### config.mk
export PLATFORM = sky130hd
export DESIGN_NAME = rectangle_grid_color_pattern
export DESIGN_NICKNAME = d
export VERILOG_FILES = /design/src/rtl/core/rgcp_pkg.sv /design/src/rtl/core/rgcp_cfg.sv /design/src/rtl/core/rgcp_grid.sv /design/src/rtl/core/rgcp_color.sv /design/src/rtl/core/rectangle_grid_color_pattern.sv
export SDC_FILE = /design/constraint.sdc
export NUM_CORES = 2
export LEC_CHECK = 0
export ABC_AREA = 1
export BUFFER_PORTS_ARGS = -buffer_cell sky130_fd_sc_hd__buf_2
export CELL_PAD_IN_SITES_DETAIL_PLACEMENT = 0
export CELL_PAD_IN_SITES_GLOBAL_PLACEMENT = 1
export CORE_MARGIN = 2
export CORE_UTILIZATION = 43
export CTS_CLUSTER_SIZE = 12
export DETAILED_ROUTE_END_ITERATION = 8
export PLACE_DENSITY_LB_ADDON = 0.1
export SYNTH_ARGS = -nofsm -noshare
export SYNTH_HDL_FRONTEND = slang
export SYNTH_SLANG_ARGS = --single-unit
### constraint.sdc
create_clock -name clk_i -period 6.3 [get_ports clk_i]
set_clock_uncertainty 0.2 [all_clocks]
set_input_delay 1.26 -clock clk_i [delete_from_list [all_inputs] [get_ports clk_i]]
set_output_delay 1.26 -clock clk_i [all_outputs]
set_load 0.01 [all_outputs]
### src/rtl/core/rgcp_pkg.sv
// ----------------------------------------------------------------------------
// Rectangle grid colour pattern: shared package
// Types, register indexes, reset values and the divider step used by the
// colour pattern pipeline.
// ----------------------------------------------------------------------------
`default_nettype none

package rgcp_pkg;

  localparam int unsigned CoordWidth   = 11;
  localparam int unsigned CfgIdxWidth  = 3;
  localparam int unsigned CfgDataWidth = 32;
  localparam int unsigned ColorWidth   = 32;
  localparam int unsigned CountWidth   = 8;
  localparam int unsigned FieldWidth   = 15;

  localparam logic [5:0] IndexedDepth = 6'd8;

  typedef enum logic [CfgIdxWidth-1:0] {
    REG_PIXEL_DEPTH,
    REG_FIRST_COLOR,
    REG_COLOR_STEP,
    REG_RECT_COUNT,
    REG_SCREEN_WIDTH,
    REG_SCREEN_HEIGHT,
    REG_CHANNEL_SIZES,
    REG_CHANNEL_POSITIONS
  } cfg_reg_e;

  typedef logic [CoordWidth-1:0] coord_t;

  localparam logic [5:0]            RstPixelDepth  = 6'd8;
  localparam logic [ColorWidth-1:0] RstFirstColor  = 32'd0;
  localparam logic [7:0]            RstColorStep   = 8'd1;
  localparam logic [CountWidth-1:0] RstRectCount   = 8'd1;
  localparam coord_t                RstScreenW     = 11'd1024;
  localparam coord_t                RstScreenH     = 11'd768;
  localparam logic [11:0]           RstChanSizes   = 12'd2184;
  localparam logic [14:0]           RstChanPos     = 15'd4352;

  typedef struct packed {
    logic                  indexed;
    logic [ColorWidth-1:0] first_color;
    logic [7:0]            color_step;
    logic [CountWidth-1:0] rect_count;
    coord_t                rect_w;
    coord_t                rect_h;
    coord_t                lim_x;
    coord_t                lim_y;
    logic                  grid_ok;
    logic [11:0]           sizes;
    logic [14:0]           positions;
  } cfg_t;

  // One restoring division step: returns the new remainder and the quotient bit.
  function automatic logic [CoordWidth:0] div_step(coord_t rem, logic nbit, coord_t dvs);
    logic [CoordWidth:0] trial;
    logic [CoordWidth:0] diff;
    trial = {rem, nbit};
    diff  = trial - {1'b0, dvs};
    if (trial >= {1'b0, dvs}) begin
      div_step = {diff[CoordWidth-1:0], 1'b1};
    end else begin
      div_step = {trial[CoordWidth-1:0], 1'b0};
    end
  endfunction

endpackage

`default_nettype wire

### src/rtl/core/rgcp_cfg.sv
// ----------------------------------------------------------------------------
// Rectangle grid colour pattern: configuration registers
// Holds the registers and works out the rectangle size and the grid limits
// with a one-bit-per-cycle divider after every register write.
// ----------------------------------------------------------------------------
`default_nettype none

module rgcp_cfg (
  input  wire logic                                clk_i,
  input  wire logic                                rst_ni,
  input  wire logic                                cfg_we_i,
  input  wire logic [rgcp_pkg::CfgIdxWidth-1:0]    cfg_idx_i,
  input  wire logic [rgcp_pkg::CfgDataWidth-1:0]   cfg_data_i,
  output      logic                                busy_o,
  output      rgcp_pkg::cfg_t                      cfg_o
);

  typedef enum logic [1:0] {ST_IDLE, ST_DIV, ST_LIM} state_e;

  state_e                              state_q;
  logic [5:0]                          depth_q;
  logic [rgcp_pkg::ColorWidth-1:0]     first_q;
  logic [7:0]                          step_q;
  logic [rgcp_pkg::CountWidth-1:0]     count_q;
  rgcp_pkg::coord_t                    width_q, height_q;
  logic [11:0]                         sizes_q;
  logic [14:0]                         pos_q;
  logic [3:0]                          bit_q;
  logic [rgcp_pkg::CountWidth-1:0]     rem_w_q, rem_h_q;
  rgcp_pkg::coord_t                    quo_w_q, quo_h_q;
  rgcp_pkg::coord_t                    lim_x_q, lim_y_q;
  logic                                grid_ok_q;

  logic [rgcp_pkg::CountWidth:0]       trial_w, trial_h;
  logic [rgcp_pkg::CountWidth:0]       diff_w, diff_h;
  logic [rgcp_pkg::CountWidth+rgcp_pkg::CoordWidth-1:0] prod_x, prod_y;
  rgcp_pkg::cfg_reg_e                  reg_sel;

  assign reg_sel = rgcp_pkg::cfg_reg_e'(cfg_idx_i);
  assign trial_w = {rem_w_q, width_q[bit_q]};
  assign trial_h = {rem_h_q, height_q[bit_q]};
  assign diff_w  = trial_w - {1'b0, count_q};
  assign diff_h  = trial_h - {1'b0, count_q};
  assign prod_x  = count_q * quo_w_q;
  assign prod_y  = count_q * quo_h_q;

  always_ff @(posedge clk_i or negedge rst_ni) begin
    if (!rst_ni) begin
      state_q   <= ST_IDLE;
      depth_q   <= rgcp_pkg::RstPixelDepth;
      first_q   <= rgcp_pkg::RstFirstColor;
      step_q    <= rgcp_pkg::RstColorStep;
      count_q   <= rgcp_pkg::RstRectCount;
      width_q   <= rgcp_pkg::RstScreenW;
      height_q  <= rgcp_pkg::RstScreenH;
      sizes_q   <= rgcp_pkg::RstChanSizes;
      pos_q     <= rgcp_pkg::RstChanPos;
      bit_q     <= '0;
      rem_w_q   <= '0;
      rem_h_q   <= '0;
      quo_w_q   <= rgcp_pkg::RstScreenW;
      quo_h_q   <= rgcp_pkg::RstScreenH;
      lim_x_q   <= rgcp_pkg::RstScreenW;
      lim_y_q   <= rgcp_pkg::RstScreenH;
      grid_ok_q <= 1'b1;
    end else if (cfg_we_i) begin
      case (reg_sel)
        rgcp_pkg::REG_PIXEL_DEPTH:       depth_q  <= cfg_data_i[5:0];
        rgcp_pkg::REG_FIRST_COLOR:       first_q  <= cfg_data_i[rgcp_pkg::ColorWidth-1:0];
        rgcp_pkg::REG_COLOR_STEP:        step_q   <= cfg_data_i[7:0];
        rgcp_pkg::REG_RECT_COUNT:        count_q  <= cfg_data_i[rgcp_pkg::CountWidth-1:0];
        rgcp_pkg::REG_SCREEN_WIDTH:      width_q  <= cfg_data_i[rgcp_pkg::CoordWidth-1:0];
        rgcp_pkg::REG_SCREEN_HEIGHT:     height_q <= cfg_data_i[rgcp_pkg::CoordWidth-1:0];
        rgcp_pkg::REG_CHANNEL_SIZES:     sizes_q  <= cfg_data_i[11:0];
        rgcp_pkg::REG_CHANNEL_POSITIONS: pos_q    <= cfg_data_i[14:0];
        default: ;
      endcase
      state_q <= ST_DIV;
      bit_q   <= 4'(rgcp_pkg::CoordWidth - 1);
      rem_w_q <= '0;
      rem_h_q <= '0;
    end else begin
      case (state_q)
        ST_DIV: begin
          if (trial_w >= {1'b0, count_q}) begin
            rem_w_q <= diff_w[rgcp_pkg::CountWidth-1:0];
            quo_w_q <= {quo_w_q[rgcp_pkg::CoordWidth-2:0], 1'b1};
          end else begin
            rem_w_q <= trial_w[rgcp_pkg::CountWidth-1:0];
            quo_w_q <= {quo_w_q[rgcp_pkg::CoordWidth-2:0], 1'b0};
          end
          if (trial_h >= {1'b0, count_q}) begin
            rem_h_q <= diff_h[rgcp_pkg::CountWidth-1:0];
            quo_h_q <= {quo_h_q[rgcp_pkg::CoordWidth-2:0], 1'b1};
          end else begin
            rem_h_q <= trial_h[rgcp_pkg::CountWidth-1:0];
            quo_h_q <= {quo_h_q[rgcp_pkg::CoordWidth-2:0], 1'b0};
          end
          if (bit_q == '0) begin
            state_q <= ST_LIM;
          end
          bit_q <= bit_q - 4'd1;
        end
        ST_LIM: begin
          lim_x_q   <= prod_x[rgcp_pkg::CoordWidth-1:0];
          lim_y_q   <= prod_y[rgcp_pkg::CoordWidth-1:0];
          grid_ok_q <= (count_q != '0) && (quo_w_q != '0) && (quo_h_q != '0);
          state_q   <= ST_IDLE;
        end
        default: state_q <= ST_IDLE;
      endcase
    end
  end

  assign busy_o = (state_q != ST_IDLE);

  always_comb begin
    cfg_o.indexed     = (depth_q == rgcp_pkg::IndexedDepth);
    cfg_o.first_color = first_q;
    cfg_o.color_step  = step_q;
    cfg_o.rect_count  = count_q;
    cfg_o.rect_w      = quo_w_q;
    cfg_o.rect_h      = quo_h_q;
    cfg_o.lim_x       = lim_x_q;
    cfg_o.lim_y       = lim_y_q;
    cfg_o.grid_ok     = grid_ok_q;
    cfg_o.sizes       = sizes_q;
    cfg_o.positions   = pos_q;
  end

endmodule

`default_nettype wire

### src/rtl/core/rgcp_grid.sv
// ----------------------------------------------------------------------------
// Rectangle grid colour pattern: grid position pipeline
// Finds the rectangle column and row of a pixel with a pipelined restoring
// divider, three quotient bits per stage, and flags pixels off the grid.
// ----------------------------------------------------------------------------
`default_nettype none

module rgcp_grid (
  input  wire logic                               clk_i,
  input  wire logic                               rst_ni,
  input  wire logic                               en_i,
  input  wire logic                               valid_i,
  input  wire rgcp_pkg::coord_t                   x_i,
  input  wire rgcp_pkg::coord_t                   y_i,
  input  wire rgcp_pkg::cfg_t                     cfg_i,
  output      logic                               valid_o,
  output      logic                               inside_o,
  output      logic [rgcp_pkg::CountWidth-1:0]    col_o,
  output      logic [rgcp_pkg::CountWidth-1:0]    row_o
);

  localparam int unsigned StepsPerStage = 3;
  localparam int unsigned NumStages =
      (rgcp_pkg::CoordWidth + StepsPerStage - 1) / StepsPerStage;

  typedef struct packed {
    logic             valid;
    logic             on_grid;
    rgcp_pkg::coord_t x;
    rgcp_pkg::coord_t y;
    rgcp_pkg::coord_t rem_x;
    rgcp_pkg::coord_t rem_y;
    rgcp_pkg::coord_t quo_x;
    rgcp_pkg::coord_t quo_y;
  } lane_t;

  lane_t stg_in [NumStages];
  lane_t stg_d  [NumStages];
  lane_t stg_q  [NumStages];

  always_comb begin
    stg_in[0].valid   = valid_i;
    stg_in[0].on_grid = cfg_i.grid_ok && (x_i < cfg_i.lim_x) && (y_i < cfg_i.lim_y);
    stg_in[0].x       = x_i;
    stg_in[0].y       = y_i;
    stg_in[0].rem_x   = '0;
    stg_in[0].rem_y   = '0;
    stg_in[0].quo_x   = '0;
    stg_in[0].quo_y   = '0;
  end

  for (genvar s = 0; s < NumStages; s++) begin : g_stage
    if (s > 0) begin : g_link
      assign stg_in[s] = stg_q[s-1];
    end

    always_comb begin
      logic [rgcp_pkg::CoordWidth:0] rx;
      logic [rgcp_pkg::CoordWidth:0] ry;
      int unsigned                   bi;
      stg_d[s] = stg_in[s];
      for (int unsigned k = 0; k < StepsPerStage; k++) begin
        if (s * StepsPerStage + k < rgcp_pkg::CoordWidth) begin
          bi = rgcp_pkg::CoordWidth - 1 - (s * StepsPerStage + k);
          rx = rgcp_pkg::div_step(stg_d[s].rem_x, stg_d[s].x[bi], cfg_i.rect_w);
          ry = rgcp_pkg::div_step(stg_d[s].rem_y, stg_d[s].y[bi], cfg_i.rect_h);
          stg_d[s].rem_x = rx[rgcp_pkg::CoordWidth:1];
          stg_d[s].rem_y = ry[rgcp_pkg::CoordWidth:1];
          stg_d[s].quo_x = {stg_d[s].quo_x[rgcp_pkg::CoordWidth-2:0], rx[0]};
          stg_d[s].quo_y = {stg_d[s].quo_y[rgcp_pkg::CoordWidth-2:0], ry[0]};
        end
      end
    end

    always_ff @(posedge clk_i or negedge rst_ni) begin
      if (!rst_ni) begin
        stg_q[s] <= '0;
      end else if (en_i) begin
        stg_q[s] <= stg_d[s];
      end
    end
  end

  assign valid_o  = stg_q[NumStages-1].valid;
  assign inside_o = stg_q[NumStages-1].on_grid;
  assign col_o    = stg_q[NumStages-1].quo_x[rgcp_pkg::CountWidth-1:0];
  assign row_o    = stg_q[NumStages-1].quo_y[rgcp_pkg::CountWidth-1:0];

endmodule

`default_nettype wire

### src/rtl/core/rgcp_color.sv
// ----------------------------------------------------------------------------
// Rectangle grid colour pattern: colour stages
// Forms the palette index or advances the red, green and blue fields of the
// first colour (zero off the grid), then holds the word in the output register.
// ----------------------------------------------------------------------------
`default_nettype none

module rgcp_color (
  input  wire logic                               clk_i,
  input  wire logic                               rst_ni,
  input  wire logic                               en_i,
  input  wire logic                               valid_i,
  input  wire logic                               inside_i,
  input  wire logic [rgcp_pkg::CountWidth-1:0]    col_i,
  input  wire logic [rgcp_pkg::CountWidth-1:0]    row_i,
  input  wire rgcp_pkg::cfg_t                     cfg_i,
  output      logic                               valid_o,
  output      logic                               inside_o,
  output      logic [rgcp_pkg::ColorWidth-1:0]    color_o
);

  localparam int unsigned FW = rgcp_pkg::FieldWidth;

  logic                  prod_valid_q;
  logic                  prod_inside_q;
  logic [7:0]            idx_q;
  logic [15:0]           add_col_q, add_row_q;
  logic [FW-1:0]         ext_r_q, ext_g_q, ext_b_q;

  logic                  out_valid_q;
  logic                  out_inside_q;
  logic [rgcp_pkg::ColorWidth-1:0] color_q;

  logic [15:0]           idx_full;
  logic [15:0]           add_col_d, add_row_d;
  logic [4:0]            pos_r, pos_g, pos_b;
  logic [3:0]            size_r, size_g, size_b;
  logic [FW-1:0]         mask_r, mask_g, mask_b;
  logic [15:0]           add_sum;
  logic [15:0]           idx_step;
  logic [FW-1:0]         val_r, val_g, val_b;
  logic [rgcp_pkg::ColorWidth-1:0] color_d;

  assign size_r = cfg_i.sizes[11:8];
  assign size_g = cfg_i.sizes[7:4];
  assign size_b = cfg_i.sizes[3:0];
  assign pos_r  = cfg_i.positions[14:10];
  assign pos_g  = cfg_i.positions[9:5];
  assign pos_b  = cfg_i.positions[4:0];

  assign mask_r = FW'((16'd1 << size_r) - 16'd1);
  assign mask_g = FW'((16'd1 << size_g) - 16'd1);
  assign mask_b = FW'((16'd1 << size_b) - 16'd1);

  assign idx_full  = row_i * cfg_i.rect_count + {8'd0, col_i};
  assign add_col_d = col_i * cfg_i.color_step;
  assign add_row_d = row_i * cfg_i.color_step;

  always_ff @(posedge clk_i or negedge rst_ni) begin
    if (!rst_ni) begin
      prod_valid_q <= 1'b0;
      out_valid_q  <= 1'b0;
    end else if (en_i) begin
      prod_valid_q <= valid_i;
      out_valid_q  <= prod_valid_q;
    end
  end

  always_ff @(posedge clk_i) begin
    if (en_i) begin
      prod_inside_q <= inside_i;
      idx_q         <= idx_full[7:0];
      add_col_q     <= add_col_d;
      add_row_q     <= add_row_d;
      ext_r_q       <= FW'(cfg_i.first_color >> pos_r) & mask_r;
      ext_g_q       <= FW'(cfg_i.first_color >> pos_g) & mask_g;
      ext_b_q       <= FW'(cfg_i.first_color >> pos_b) & mask_b;
      out_inside_q  <= prod_inside_q;
      color_q       <= color_d;
    end
  end

  assign add_sum  = add_col_q + add_row_q;
  assign idx_step = idx_q * cfg_i.color_step;
  assign val_r    = (ext_r_q + add_col_q[FW-1:0]) & mask_r;
  assign val_g    = (ext_g_q + add_row_q[FW-1:0]) & mask_g;
  assign val_b    = (ext_b_q + add_sum[FW-1:0]) & mask_b;

  always_comb begin
    if (!prod_inside_q) begin
      color_d = '0;
    end else if (cfg_i.indexed) begin
      color_d = {24'd0, cfg_i.first_color[7:0] + idx_step[7:0]};
    end else begin
      color_d = ({17'd0, val_r} << pos_r)
              | ({17'd0, val_g} << pos_g)
              | ({17'd0, val_b} << pos_b);
    end
  end

  assign valid_o  = out_valid_q;
  assign inside_o = out_inside_q;
  assign color_o  = color_q;

endmodule

`default_nettype wire

### src/rtl/core/rectangle_grid_color_pattern.sv
// ----------------------------------------------------------------------------
// Rectangle grid colour pattern: top level
// Streams pixel coordinates in and test pattern colours out.
// ----------------------------------------------------------------------------
// The block takes one pixel coordinate word per clock and returns one colour
// word per clock while the output is not stalled and no configuration update is
// running; each word passes four stages of the column and row divider, one
// stage of products and one output register. After every configuration write
// the input is held off while the rectangle size is divided out one bit per cycle and the grid
// limits are formed; write the registers before sending pixels.
`default_nettype none

module rectangle_grid_color_pattern (
  input  wire logic                                clk_i,
  input  wire logic                                rst_ni,
  input  wire logic                                cfg_we_i,
  input  wire logic [rgcp_pkg::CfgIdxWidth-1:0]    cfg_idx_i,
  input  wire logic [rgcp_pkg::CfgDataWidth-1:0]   cfg_data_i,
  input  wire logic                                s_axis_tvalid,
  output      logic                                s_axis_tready,
  input  wire logic [23:0]                         s_axis_tdata,  // pixel_x, pixel_y
  output      logic                                m_axis_tvalid,
  input  wire logic                                m_axis_tready,
  output      logic [31:0]                         m_axis_tdata,  // pixel_color
  output      logic                                m_axis_tuser   // inside_grid
);

  rgcp_pkg::cfg_t                    cfg;
  logic                              busy;
  logic                              en;
  logic                              grid_valid;
  logic                              grid_inside;
  logic [rgcp_pkg::CountWidth-1:0]   col;
  logic [rgcp_pkg::CountWidth-1:0]   row;

  assign en            = !m_axis_tvalid || m_axis_tready;
  assign s_axis_tready = en && !busy;

  rgcp_cfg u_cfg (
    .clk_i      (clk_i),
    .rst_ni     (rst_ni),
    .cfg_we_i   (cfg_we_i),
    .cfg_idx_i  (cfg_idx_i),
    .cfg_data_i (cfg_data_i),
    .busy_o     (busy),
    .cfg_o      (cfg)
  );

  rgcp_grid u_grid (
    .clk_i    (clk_i),
    .rst_ni   (rst_ni),
    .en_i     (en),
    .valid_i  (s_axis_tvalid && s_axis_tready),
    .x_i      (s_axis_tdata[rgcp_pkg::CoordWidth-1:0]),
    .y_i      (s_axis_tdata[2*rgcp_pkg::CoordWidth-1:rgcp_pkg::CoordWidth]),
    .cfg_i    (cfg),
    .valid_o  (grid_valid),
    .inside_o (grid_inside),
    .col_o    (col),
    .row_o    (row)
  );

  rgcp_color u_color (
    .clk_i    (clk_i),
    .rst_ni   (rst_ni),
    .en_i     (en),
    .valid_i  (grid_valid),
    .inside_i (grid_inside),
    .col_i    (col),
    .row_i    (row),
    .cfg_i    (cfg),
    .valid_o  (m_axis_tvalid),
    .inside_o (m_axis_tuser),
    .color_o  (m_axis_tdata)
  );

endmodule

`default_nettype wire

==> metrics.yaml <==
min_path:
  hp-class: "reg -> reg"
  hold_path_depth: 2
floorplanning:
  io_pins: 99
  core_sq_um: 112000
  initial_core_util_pct: 43.2
  dieArea_sq_um: 115000
  fp.dieH_um: 339
  die_w_um: 339
  rows: 123
critical_path:
  cpPeakStageDelay_ps: 580
  crit_type: "reg -> reg"
  critPathLaunchType: "flop"
  arrival_ps: 6290
  worstPathRequired_ps: 6650
  crit_fanout: 21
  rrSetupSlack_ps: 360
  cp_slowest_cell: "dfstp_2"
  reg2regPathDepth: 30
  worstSetupEndpointType: "flop"
synth:
  synth.ff_latch_count: 427
  yosysUniqueCellTypes: 80
  yosysTopAreaCell: "nand2_1"
  synth.top_cells.by_area: "nand2_1 (16%), dfrtp_1 (15%), ha_1 (12%)"
  synthArstFlopShare_pct: 72.6
  synth_area_sq_um: 48400
  yosysSeqAreaShare_pct: 23.3
  avgSynthCellArea_sq_um: 6.90
  synth_ff_type: "dfrtp_1"
  syn_inst: 7009
  synth_top_area_share_pct: 16.0
  yosys_warnings: 0
  synth_edf_count: 117
  synth_nets: 7721
clock_tree:
  clk_path_buf_depth: 3
  path_clk_slew_ps: 60
  numCtsBuffers: 56
  clk_latency_ps: 680
  cts_root_buffer: "clkbuf_16"
  cts_tree: "done"
  clock_sinks: 427
  cts_max_level: 2
global_route:
  grt_pass1_vias: 43998
  grt_pass1_wl_mm: 260
  antenna_found_initial: 3
  grt_max_degree: 128
  gr-total-overflow: 0
  grt.total_usage_pct: 28.9
sta:
  fmax_mhz: 168
  slew_headroom_pct: 26.5
  fin_crit_sh_pct: 94.2
  min_period_ps: 5940
  holdWs_ps: 273
  setup_violations: 0
  hold_viol_final: 0
  worst_slew_pin_slew_ps: 1100
  maxSlewViolCount: 0
run:
  drv_cap: 0
routing:
  wl_mm: 169
  drtIter0Drc: 3222
  ant_nets: 0
  drt-pass1-iter-count: 7
  route.detailed.wl_per_inst_um: 19.4
  drt-vias-per-instance: 5.27
  drc: 0
  vias: 46001
finish:
  fin_nets: 7885
  area_growth_pct: 11.7
  drive_above_1_share_pct: 9.32
  most-common-layout-cells: "nand2_1 (2,060), inv_1 (1,009), o21ai_0 (531)"
  layout_commonest_cell: "nand2_1"
  layout.cells.non_filler: 8722
place:
  numPortBuffers: 96
  routabilityCongestion: 0.972
  dp_hpwl_mm: 135
  place_inst: 8587
status:
  outcome: "complete, no violations"
## cell type report
class                      instances  area, sq um
fill                           11738        58000
multi-input combinational       5265        32300
clock inverter                    24          251
tap                             1500         1880
inverter                        1046         3970
sequential                       427        11300
clock buffer                      81         1620
antenna                            2         5.00
timing repair buffer             377         2700
## cells in the mapped netlist (21+ instances only)
cell      number
edfxtp_1     117
buf_1         53
nand4_1       88
a21oi_1      344
nand2_1     2063
dfrtp_1      292
o21ai_1       42
nor2_1       348
ha_1         445
nand3_1      510
fa_1         203
buf_2         24
nor3_1        38
mux2i_1       47
o21ai_0      554
xnor2_1       93
inv_1       1017
a31oi_1       21
o211ai_1      34
xor2_1       158
clkbuf_1     182
## path summary, 6_finish.rpt
| path | endpoint | from |
|---|---|---|
| max | u_grid.stg_in[100]$_DFFE_PN0P_ | u_cfg.quo_h_q[9]$_DFFE_PN1P_ |
| min in group asynchronous | u_cfg.pos_q[14]$_DFFE_PN0P_ | rst_ni |
| max in group asynchronous | u_cfg.quo_h_q[1]$_DFFE_PN0P_ | rst_ni |
| min | u_grid.inside_o$_DFFE_PN0P_ | u_grid.stg_d[66]$_DFFE_PN0P_ |
| min reg2reg | u_grid.inside_o$_DFFE_PN0P_ | u_grid.stg_d[66]$_DFFE_PN0P_ |
| max reg2reg | u_grid.stg_in[100]$_DFFE_PN0P_ | u_cfg.quo_h_q[9]$_DFFE_PN1P_ |
## state kept, by name (all words and copies together) (netlist names), 11 cells and up
signal             flops
u_cfg.first_q         32
u_cfg.height_q        11
u_cfg.lim_x_q         11
u_cfg.lim_y_q         11
u_cfg.pos_q           15
u_cfg.quo_h_q         11
u_cfg.quo_w_q         11
u_cfg.sizes_q         12
u_cfg.width_q         11
u_color.add_col_q     15
u_color.add_row_q     15
u_color.color_o       32
u_color.ext_b_q       15
u_color.ext_g_q       15
u_color.ext_r_q       15
u_grid.stg_d          54
u_grid.stg_in         66
## stage by stage
step                TNS [ps]  util (%)  setup slack [ps]  instance area, sq um
finish                     0      48.2               365                 54000
floorplan                  0         -               293                 48400
global placement           0      46.1              43.2                 51600
CTS                        0      47.7              29.0                 53500
global route            -680      48.2             -82.9                 54000
detailed placement         0      46.1             0.904                 51600
## critical path, delay by kind of cell, from the launching register on
kind | cells | cell delay (ps)
AOI/OAI and AO/OA | 12 | 2340
adders and majority gates | 3 | 820
buffers and inverters | 7 | 1070
DFF | 1 | 580
and+or+nand+nor | 8 | 780
## cell families after synthesis
| group | Yosys count | share of synthesized area [%] |
|---|---|---|
| compound gates | 1158 | 13.3 |
| simple gates | 3152 | 27.2 |
| xor+xnor | 251 | 4.54 |
| mux | 54 | 1.14 |
| buf+inv | 1319 | 10.5 |
| flops | 427 | 23.3 |
| fa+ha+maj | 648 | 19.9 |
## timing repair
item | 4_1_cts | 5_1_grt
cloned | 0 | 2
endpoints found under the setup margin | 11 | 48
resized for setup | 2 | 83
pin swaps | 0 | 11
hold buffers | 0 | 0
setup buffers | 0 | 26
## per-layer routing
| layer | up-vias | wire, um | track usage [%] | share of wire [%] |
|---|---|---|---|---|
| li1 | 23016 | - | - | - |
| met3 | 256 | 6480 | 2.48 | 3.8 |
| met4 | 2 | 8170 | 12.4 | 4.8 |
| met2 | 1051 | 82400 | 50.7 | 49 |
| met1 | 21676 | 72100 | 36.5 | 43 |
| met5 | - | 11 | 0 | 0.0065 |
Power is left out: the tool's default activity adds up to more than one toggle a clock period on the data nets, which glitch-free logic cannot reach.
